$ cat src/rtl/core/frs_pkg.sv
// Shared types and constants for the Fenwick range-sum engine.
// No dependencies; imported by every module of the block.
`timescale 1ns / 1ps

package frs_pkg;

  localparam int SIZE_DEFAULT = 1024;

  localparam int SIZE_CFG_W = 11;
  localparam logic [SIZE_CFG_W-1:0] SIZE_CFG_RESET = 11'd1024;

  localparam int POS_W   = 10;
  localparam int DELTA_W = 32;
  localparam int TOTAL_W = 64;

  localparam logic MODE_ADD   = 1'b0;
  localparam logic MODE_QUERY = 1'b1;

  typedef enum logic [2:0] {
    ST_CLEAR,
    ST_IDLE,
    ST_ADD_RD,
    ST_ADD_WR,
    ST_WALK,
    ST_DONE
  } frs_state_t;

endpackage

$ cat src/rtl/core/frs_walker.sv
// Sequencer for the Fenwick tree: clearing pass, add walk (read-modify-write
// per node) and the two prefix walks of a query; holds the result register.
// Depends on frs_pkg; drives the port of frs_node_ram.
`timescale 1ns / 1ps

module frs_walker #(
  parameter int SIZE = frs_pkg::SIZE_DEFAULT,
  parameter int AW   = $clog2(SIZE),
  parameter int IW   = $clog2(SIZE + 1) + 1
) (
  input  logic                         clk,
  input  logic                         rst,
  input  logic [IW-1:0]                n,
  input  logic                         in_valid,
  output logic                         in_ready,
  input  logic                         mode,
  input  logic [frs_pkg::POS_W-1:0]    position,
  input  logic signed [frs_pkg::DELTA_W-1:0] delta,
  input  logic [frs_pkg::POS_W-1:0]    range_low,
  input  logic [frs_pkg::POS_W-1:0]    range_high,
  output logic                         out_valid,
  input  logic                         out_ready,
  output logic signed [frs_pkg::TOTAL_W-1:0] range_total,
  output logic                         ram_en,
  output logic                         ram_we,
  output logic [AW-1:0]                ram_addr,
  output logic [frs_pkg::TOTAL_W-1:0]  ram_wdata,
  input  logic [frs_pkg::TOTAL_W-1:0]  ram_rdata
);
  import frs_pkg::*;

  localparam int CW = (IW > POS_W + 1) ? IW : POS_W + 1;

  frs_state_t state, state_next;

  logic [IW-1:0]      idx;
  logic [IW-1:0]      lo_idx;
  logic [AW-1:0]      clr_addr;
  logic [TOTAL_W-1:0] delta_ext;
  logic [TOTAL_W-1:0] acc;
  logic               phase;     // 0: walk from high end, 1: walk below low end
  logic               pend;      // read data of last cycle's walk read is due
  logic               pend_sub;

  logic          accept;
  logic [CW-1:0] pos_ext, lo_ext, hi_ext, n_ext, hi_clamp;
  logic          add_ok, query_empty;
  logic [IW-1:0] idx_up, idx_down;
  logic          walk_issue;
  logic          out_load;

  assign accept   = in_valid && in_ready;
  assign pos_ext  = CW'(position);
  assign lo_ext   = CW'(range_low);
  assign hi_ext   = CW'(range_high);
  assign n_ext    = CW'(n);
  assign add_ok   = pos_ext < n_ext;
  assign hi_clamp = (hi_ext > n_ext - CW'(1)) ? n_ext - CW'(1) : hi_ext;
  assign query_empty = (n_ext == '0) || (lo_ext > hi_clamp);

  // parent on the add walk, next node on the prefix walk
  assign idx_up     = idx + (idx & (~idx + IW'(1)));
  assign idx_down   = idx & (idx - IW'(1));
  assign walk_issue = (idx != '0);
  assign out_load   = !out_valid || out_ready;

  always_ff @(posedge clk) begin
    if (rst) begin
      state <= ST_CLEAR;
    end else begin
      state <= state_next;
    end
  end

  always_comb begin
    state_next = state;
    unique case (state)
      ST_CLEAR: begin
        if (clr_addr == AW'(SIZE - 1)) state_next = ST_IDLE;
      end
      ST_IDLE: begin
        if (accept) begin
          if (mode == MODE_ADD) begin
            state_next = add_ok ? ST_ADD_RD : ST_IDLE;
          end else begin
            state_next = query_empty ? ST_DONE : ST_WALK;
          end
        end
      end
      ST_ADD_RD: state_next = ST_ADD_WR;
      ST_ADD_WR: begin
        state_next = (idx_up <= n) ? ST_ADD_RD : ST_IDLE;
      end
      ST_WALK: begin
        if (!walk_issue && phase && !pend) state_next = ST_DONE;
      end
      ST_DONE: begin
        if (out_load) state_next = ST_IDLE;
      end
      default: state_next = ST_IDLE;
    endcase
  end

  always_comb begin
    in_ready  = 1'b0;
    ram_en    = 1'b0;
    ram_we    = 1'b0;
    ram_addr  = AW'(idx - IW'(1));
    ram_wdata = ram_rdata + delta_ext;
    unique case (state)
      ST_CLEAR: begin
        ram_en    = 1'b1;
        ram_we    = 1'b1;
        ram_addr  = clr_addr;
        ram_wdata = '0;
      end
      ST_IDLE:   in_ready = 1'b1;
      ST_ADD_RD: ram_en = 1'b1;
      ST_ADD_WR: begin
        ram_en = 1'b1;
        ram_we = 1'b1;
      end
      ST_WALK:   ram_en = walk_issue;
      ST_DONE:   ram_en = 1'b0;
      default:   ram_en = 1'b0;
    endcase
  end

  always_ff @(posedge clk) begin
    if (rst) begin
      clr_addr <= '0;
      pend     <= 1'b0;
    end else begin
      if (state == ST_CLEAR) clr_addr <= clr_addr + AW'(1);
      pend <= (state == ST_WALK) && walk_issue;
    end
  end

  always_ff @(posedge clk) begin
    if (state == ST_IDLE && accept) begin
      idx       <= (mode == MODE_ADD) ? IW'(pos_ext + CW'(1)) : IW'(hi_clamp + CW'(1));
      lo_idx    <= IW'(lo_ext);
      delta_ext <= TOTAL_W'(delta);
      acc       <= '0;
      phase     <= 1'b0;
    end else if (state == ST_ADD_WR) begin
      idx <= idx_up;
    end else if (state == ST_WALK) begin
      if (walk_issue) begin
        idx <= idx_down;
      end else if (!phase) begin
        idx   <= lo_idx;
        phase <= 1'b1;
      end
      if (pend) acc <= pend_sub ? acc - ram_rdata : acc + ram_rdata;
    end
    pend_sub <= phase;
  end

  always_ff @(posedge clk) begin
    if (rst) begin
      out_valid <= 1'b0;
    end else if (state == ST_DONE && out_load) begin
      out_valid <= 1'b1;
    end else if (out_ready) begin
      out_valid <= 1'b0;
    end
  end

  always_ff @(posedge clk) begin
    if (state == ST_DONE && out_load) range_total <= acc;
  end

`ifndef SYNTHESIS
  a_wr_after_rd: assert property (@(posedge clk) disable iff (rst)
    state == ST_ADD_WR |-> $past(state) == ST_ADD_RD)
    else $error("node write without preceding read");

  a_wr_same_node: assert property (@(posedge clk) disable iff (rst)
    state == ST_ADD_WR |-> ram_addr == $past(ram_addr))
    else $error("write-back address differs from read address");

  a_add_in_bounds: assert property (@(posedge clk) disable iff (rst)
    state == ST_ADD_RD |-> (idx != '0) && (idx <= n))
    else $error("add walk outside the tree");

  a_result_from_done: assert property (@(posedge clk) disable iff (rst)
    $rose(out_valid) |-> $past(state) == ST_DONE)
    else $error("result raised outside the done step");
`endif

endmodule

$ cat config.mk
export PLATFORM = sky130hd
export DESIGN_NAME = frs_walker
export DESIGN_NICKNAME = d
export VERILOG_FILES = /design/src/rtl/core/frs_pkg.sv /design/src/rtl/core/frs_walker.sv
export SDC_FILE = /design/constraint.sdc
export NUM_CORES = 1
export LEC_CHECK = 0
export BUFFER_PORTS_ARGS = -buffer_cell sky130_fd_sc_hd__buf_2
export CORE_MARGIN = 8
export CORE_UTILIZATION = 27
export DETAILED_ROUTE_END_ITERATION = 8
export GPL_TIMING_DRIVEN = 0
export PLACE_DENSITY = 0.55
export SLEW_MARGIN = 10
export SYNTH_ARGS = -nofsm -noshare
export SYNTH_HDL_FRONTEND = slang
export SYNTH_SLANG_ARGS = --single-unit
$ cat constraint.sdc
create_clock -name clk -period 5.2 [get_ports clk]
set_clock_uncertainty 0.2 [all_clocks]
set_input_delay 0.78 -clock clk [delete_from_list [all_inputs] [get_ports clk]]
set_output_delay 0.78 -clock clk [all_outputs]
set_load 0.03 [all_outputs]
Word-level counts from Yosys, hierarchy flattened
Cells that the tools add are included.
Widths: inputs -> output; s select.

word-level totals
  flip-flop bits (word level) = 199
  bits of input ports = 143

operators by class
  bitwise logic cells = 5
  equal/unequal tests = 11
  mux-type cells = 24
  add/subtract/negate cells = 10
  reduce and logical (&&, ||, !) cells = 22
  $lt $le $gt $ge = 4

operators by type and width
  kind                   number
  $add 64x64->64         2
  $mux 64                2
  $mux 12                7
  $sub 64x64->64         1
  $add 12x1->12 const B  2
  $and 12x12->12         2
  $gt 10x12->1           2
  $sub 12x1->12 const B  2
  $pmux 3 s6             1
  $mux 3                 5
  $add 12x12->12         1
  $le 12x12->1           1
  $logic_not 12->1       1
  $lt 10x12->1           1
  $not 12->12            1
  $reduce_bool 12->1     1
  $add 10x1->11 const B  1
  $add 10x1->10 const B  1
  $eq 10x10->1 const B   1
  $mux 10                1
  $ne 2x2->1 const B     4
  $eq 3x2->1 const B     2
  $eq 3x3->1 const B     2
  $logic_and 1x1->1      6
  other kinds (16)       26

Logic depth before layout (Yosys ltp)
  depth in word-level cells = 9
  gate-level depth with buffers = 24

Least setup slack after synthesis
Ideal clock, no wire load.

  path type = input to register
  start = input ram_rdata[13] in the netlist's numbering
  end = register acc[41]
  arrival time = 4.926 ns
  slack = 0.003 ns
  data required time = 4.930 ns
  buffers on the path = 1
  library setup time = 0.070 ns
  stages = 17
  cells stage by stage = or4_1 > or3_4 > nor4_1 > inv_1 > nor2_1 > nor2_1 > xnor2_1 > ha_1 > clkbuf_1 > nand2_1 > or4_1 > o21ai_0 > a21boi_0 > o21ai_0 > xor2_1 > nand2_1 > a21oi_1

on the way
  cells in the longest elaborated chain, start to end = 2
  elaborated cells on any way between the ends = 3
  those cells by class = add/sub: 2; mux: 1

RTL lines
  element                                           line               source
  start, declared                                   frs_walker.sv:28   input logic [frs_pkg::TOTAL_W-1:0] ram_rdata
  $add 64x64->64 or $sub 64x64->64 (tied branches)  frs_walker.sv:155  if (pend) acc <= pend_sub ? acc - ram_rdata : acc + ram_rdata;
  $mux 64 (*)                                       frs_walker.sv:155
  end signal, assigned                              frs_walker.sv:155
  end, declared                                     frs_walker.sv:40   logic [TOTAL_W-1:0] acc;

Every way passes the cells marked *; elsewhere a longest branch is shown, timed or not.
A chain may end at the register's enable or synchronous reset.

Final worst setup path
  start = input ram_rdata[6] in the netlist's numbering
  end = output ram_wdata[40] in the netlist's numbering

on the way
  cells in the longest elaborated chain, start to end = 2

RTL lines
  element         line               source
  $add 64x64->64  frs_walker.sv:109  ram_wdata = ram_rdata + delta_ext;
  $mux 64         frs_walker.sv:110  unique case (state)
  end, declared   frs_walker.sv:27   output logic [frs_pkg::TOTAL_W-1:0] ram_wdata,

Every way passes these cells.

==> Flow_metrics.wiki <==
{| class="wikitable"
! Metric !! Value
|-
| Synthesis Warnings || 0
|-
| Share of synthesized cell area in full adder, half adder and majority cells || 12.8%
|-
| Total number of cells along the worst setup path || 14
|-
| Net switching power figure || between 1000 and 1500 uW
|-
| Reg2reg start || pend_sub
|-
| Power density normalized to cell area || 182 mW/mm^2
|-
| Max-slew headroom || 30.4%
|-
| Clock transition at the registers of the reported paths || about 0.08 ns
|-
| Xor/xnor cell area share of the yosys netlist || 10.6%
|-
| RR Endpoint || acc[62]
|-
| Final setup violation count || 0
|-
| Maximum clock frequency || about 0.20 GHz
|-
| Kind of critical path || in2out
|-
| Synth Flop Type || sky130_fd_sc_hd__edfxtp_1
|-
| Core area || about 0.067 sq mm
|-
| Mean instance size in the synthesized netlist || 8.17 sq um
|-
| Post-DRT Antenna Nets || 0
|-
| Worst slew pin tran || 1.04 ns
|-
| Share of flip-flops with an asynchronous set or reset || 0%
|-
| Kind of cell adding the most delay to the critical path || compound AO/OA/AOI/OAI gates
|-
| Number of global-route vias before repair || 17000
|-
| Number of clock buffers inserted by TritonCTS || 17
|-
| R2r worst-path depth || 15
|-
| CP arrival || 4.14 ns
|-
| HPWL Detailed || 55700 um
|-
| Seq pwr share || 41.7%
|-
| Static leakage || between 0.009 and 0.01 uW
|-
| Crit Path Max Fanout || 6
|-
| Setup repair after global routing missed its margin || yes
|-
| CTS tree || built
|-
| End of the critical path || ram_wdata[40]
|-
| Count of flip-flops with a built-in enable after synthesis || 118
|-
| H-tree depth reported by CTS || 4
|-
| Post-route insts no fill || 3429
|-
| Final Hold Vio Count || 0
|-
| Final total negative setup slack || 0 ns
|-
| Flop and latch count out of synthesis || slightly below 200
|-
| Number of placement rows || 95
|-
| Register-to-register setup slack || roughly 0.3 ns
|-
| Worst stage delay on the critical path || between 0.4 and 0.5 ns
|-
| Status || finished, final reports clean
|-
| Part of the total power dissipated in the clock network || 34.5%
|-
| Fraction of synthesized cell area taken by the top area cell type || 19.6%
|-
| Buffers & Inverters on Critical Path || 2
|-
| Post-synthesis simple-gate area fraction || between 10% and 20%
|-
| Filler cells || 7115
|-
| Data required time of the worst path || 4.22 ns
|-
| Area post-placement || 0.0207 sq mm
|-
| DRC violations left || 0
|-
| Die Outline Area || between 0.07 and 0.08 sq mm
|-
| Weighted congestion at the end of routability-driven global placement || just over 0.9
|-
| Sum of routed wire length over all layers || 68100 um
|-
| Synth-to-Final Area Change || 22.5%
|-
| Number of buffers on the longest clock path || 2
|-
| Drt initial violations || 1316
|-
| Number of distinct library cells after synthesis || 90
|-
| Maximum resistive drop on vdd || approximately 0.21 mV
|-
| Cell chain of the critical path || buf_2, ha_1, o21ai_1, o21ai_1, a221oi_4, o211ai_1, a31o_2, a211o_4, a21oi_1, o21ai_0, a21oi_1, xor2_1, nor2_1, buf_2
|-
| Number of placed cells counting well taps || 3376
|-
| Vertical die dimension || 275 um
|-
| Total chip power || 4030 uW
|-
| Initial core utilization || 27.1%
|-
| Element type at the critical path end || output port
|-
| Clock network latency to the later pin of the worst-skew pair || 0.50 ns
|-
| Share of the clock period used by the worst path || 98.4%
|-
| Number of vias per cell || between 5 and 6
|-
| Netlist area before placement || between 0.015 and 0.02 sq mm
|-
| Final Critical Period || 5.12 ns
|-
| Maximum capacitance violations || 0
|-
| Share of synthesized area occupied by flip-flops and latches || 28.5%
|-
| Ports placed on the boundary || 285
|-
| Fraction of layout cells with a size suffix above 1 || 19.7%
|-
| Class of the tightest hold or removal check || reg2reg
|-
| Average wire per cell in the routed design || between 15 and 20 um
|-
| Drt pass-1 iters || 5
|-
| Share of total power consumed by net switching || 31.3%
|-
| Global route total overflow || 0
|-
| Horizontal die dimension || 275 um
|-
| Final instance area || roughly 0.022 sq mm
|-
| Minimum hold slack || ~0.18 ns
|-
| Pin count of the biggest net entering global routing || 34
|-
| Library cell with the highest instance count after synthesis || sky130_fd_sc_hd__a21oi_1
|-
| Global-route usage over all layers || 17.5%
|-
| Setup crit start kind || input pin
|-
| Net count reported at finish || 2864
|-
| Vias after detailed routing || 17700
|-
| Combinational share of power || around a quarter
|-
| Multiplexer share of the synthesized area || 1.73%
|-
| Commonest cells in the netlist || 261 x sky130_fd_sc_hd__a21oi_1, 235 x sky130_fd_sc_hd__nor2_1, 211 x sky130_fd_sc_hd__nand2_1
|-
| CTS Root Cell || sky130_fd_sc_hd__clkbuf_16
|-
| Largest family of logic cells by synthesized area || compound AO/OA/AOI/OAI gates
|-
| Wire length of the first global-routing pass || between 100000 and 150000 um
|-
| Post-Synthesis Net Count || about 2500
|-
| Pins over their slew limit || 0
|-
| Setup crit start || ram_rdata[6]
|-
| Port bufs || around 280
|-
| Post-synthesis instance total || around 2200
|-
| Number of antenna violations at the first check in global routing || 12
|-
| Internal power || 2770 uW
|-
| Number of sinks on the clock net || 199
|-
| Crit-path slowest cell || sky130_fd_sc_hd__a221oi_4
|-
| Compound-Gate Fraction of Synth Area || 23.0%
|-
| Top cell type by total area after synthesis || sky130_fd_sc_hd__edfxtp_1
|-
| Top post-synthesis cells by area || sky130_fd_sc_hd__edfxtp_1 20%, sky130_fd_sc_hd__ha_1 12%, sky130_fd_sc_hd__dfxtp_1 9.0%
|}
## layout make-up
class	count	area, sq um	share of cell area (%)
sequential	199	5160	23.3
tap	873	1090	4.93
multi-input combinational	1844	13000	58.4
buffer	78	318	1.43
clock inverter	11	100	0.451
timing repair buffer	315	1730	7.80
antenna	4	10.0	0.0451
clock buffer	21	484	2.18
inverter	84	315	1.42
## routing by layer
metal,global-route usage (%),share of wire [%]
met1,23.0,45
met2,29.1,47
met3,3.62,6.1
met4,4.19,1.7
met5,0,0.11
## worst register-to-register path, delay by kind of cell, from the launching register on
kind	cells	cell delay [ns]
flip-flops	1	0.31
buffers and inverters	2	1.17
XOR/XNOR	1	0.17
multiplexers	1	0.20
AND/OR/NAND/NOR	2	0.53
AO/OA/AOI/OAI	8	1.72
adder cells (fa/ha/maj)	1	0.48
## cell usage in the layout (no fill, tap or decap), types with 83 or more instances in the layout
cell type / netlist / routed
sky130_fd_sc_hd__a21oi_1: 261 / 246
sky130_fd_sc_hd__xnor2_1: 146 / 144
sky130_fd_sc_hd__nand2_1: 211 / 210
sky130_fd_sc_hd__inv_1: 84 / 83
sky130_fd_sc_hd__nor2_1: 235 / 228
sky130_fd_sc_hd__edfxtp_1: 118 / 118
sky130_fd_sc_hd__a21o_1: 87 / 87
sky130_fd_sc_hd__buf_2: 3 / 280
sky130_fd_sc_hd__ha_1: 180 / 169
sky130_fd_sc_hd__o21ai_0: 112 / 96
## state kept, by name, indices dropped and copies added (netlist names), 3 cells and up
signal	count
acc	64
range_total	64
delta_ext	32
idx	12
clr_addr	10
lo_idx	10
state	3
## power by group through the flow
stage               combinational, uW  sequential [uW]  clock [uW]
finish                            961             1680        1390
global route                     1060             1680        1490
CTS                               913             1680        1440
detailed placement                886             1720           0
global placement                  887             1720           0
floorplan                         611             1710           0
## per-stage QoR
| stage | setup slack, ns | utilization [%] |
|---|---|---|
| global placement | -2.00 | 30.8 |
| detailed placement | -1.32 | 31.0 |
| CTS | 0.000171 | 32.4 |
| global route | -0.0999 | 33.2 |
| finish | 0.0835 | 33.2 |
| floorplan | 0.00334 | - |
## cells by family (layout without fill, tap and decap cells)
logic type                 Yosys count  after routing
and+or+nand+nor                    746            746
AOI/OAI and AO/OA                  669            669
xor gates and xnor gates           215            215
DFF                                199            199
adders and majority gates          185            185
buffers and inverters              174            509
muxes                               29             29
other                                0              4
## worst min path at each step
stage | from | end | cells after the start
floorplan | phase | pend_sub | 0
global placement | phase | pend_sub | 0
detailed placement | phase | pend_sub | 0
CTS | phase | pend_sub | 0
global route | phase | pend_sub | 0
finish | phase | pend_sub | 0
## what timing repair did
action	4_1_cts	5_1_grt
gates resized for setup	67	102
hold buffers	0	0
hold endpoints to repair	0	0
setup endpoints to repair	60	47
pin swaps	12	50
setup buffers	9	20
No activity file was read; power rests on OpenSTA's default activity.
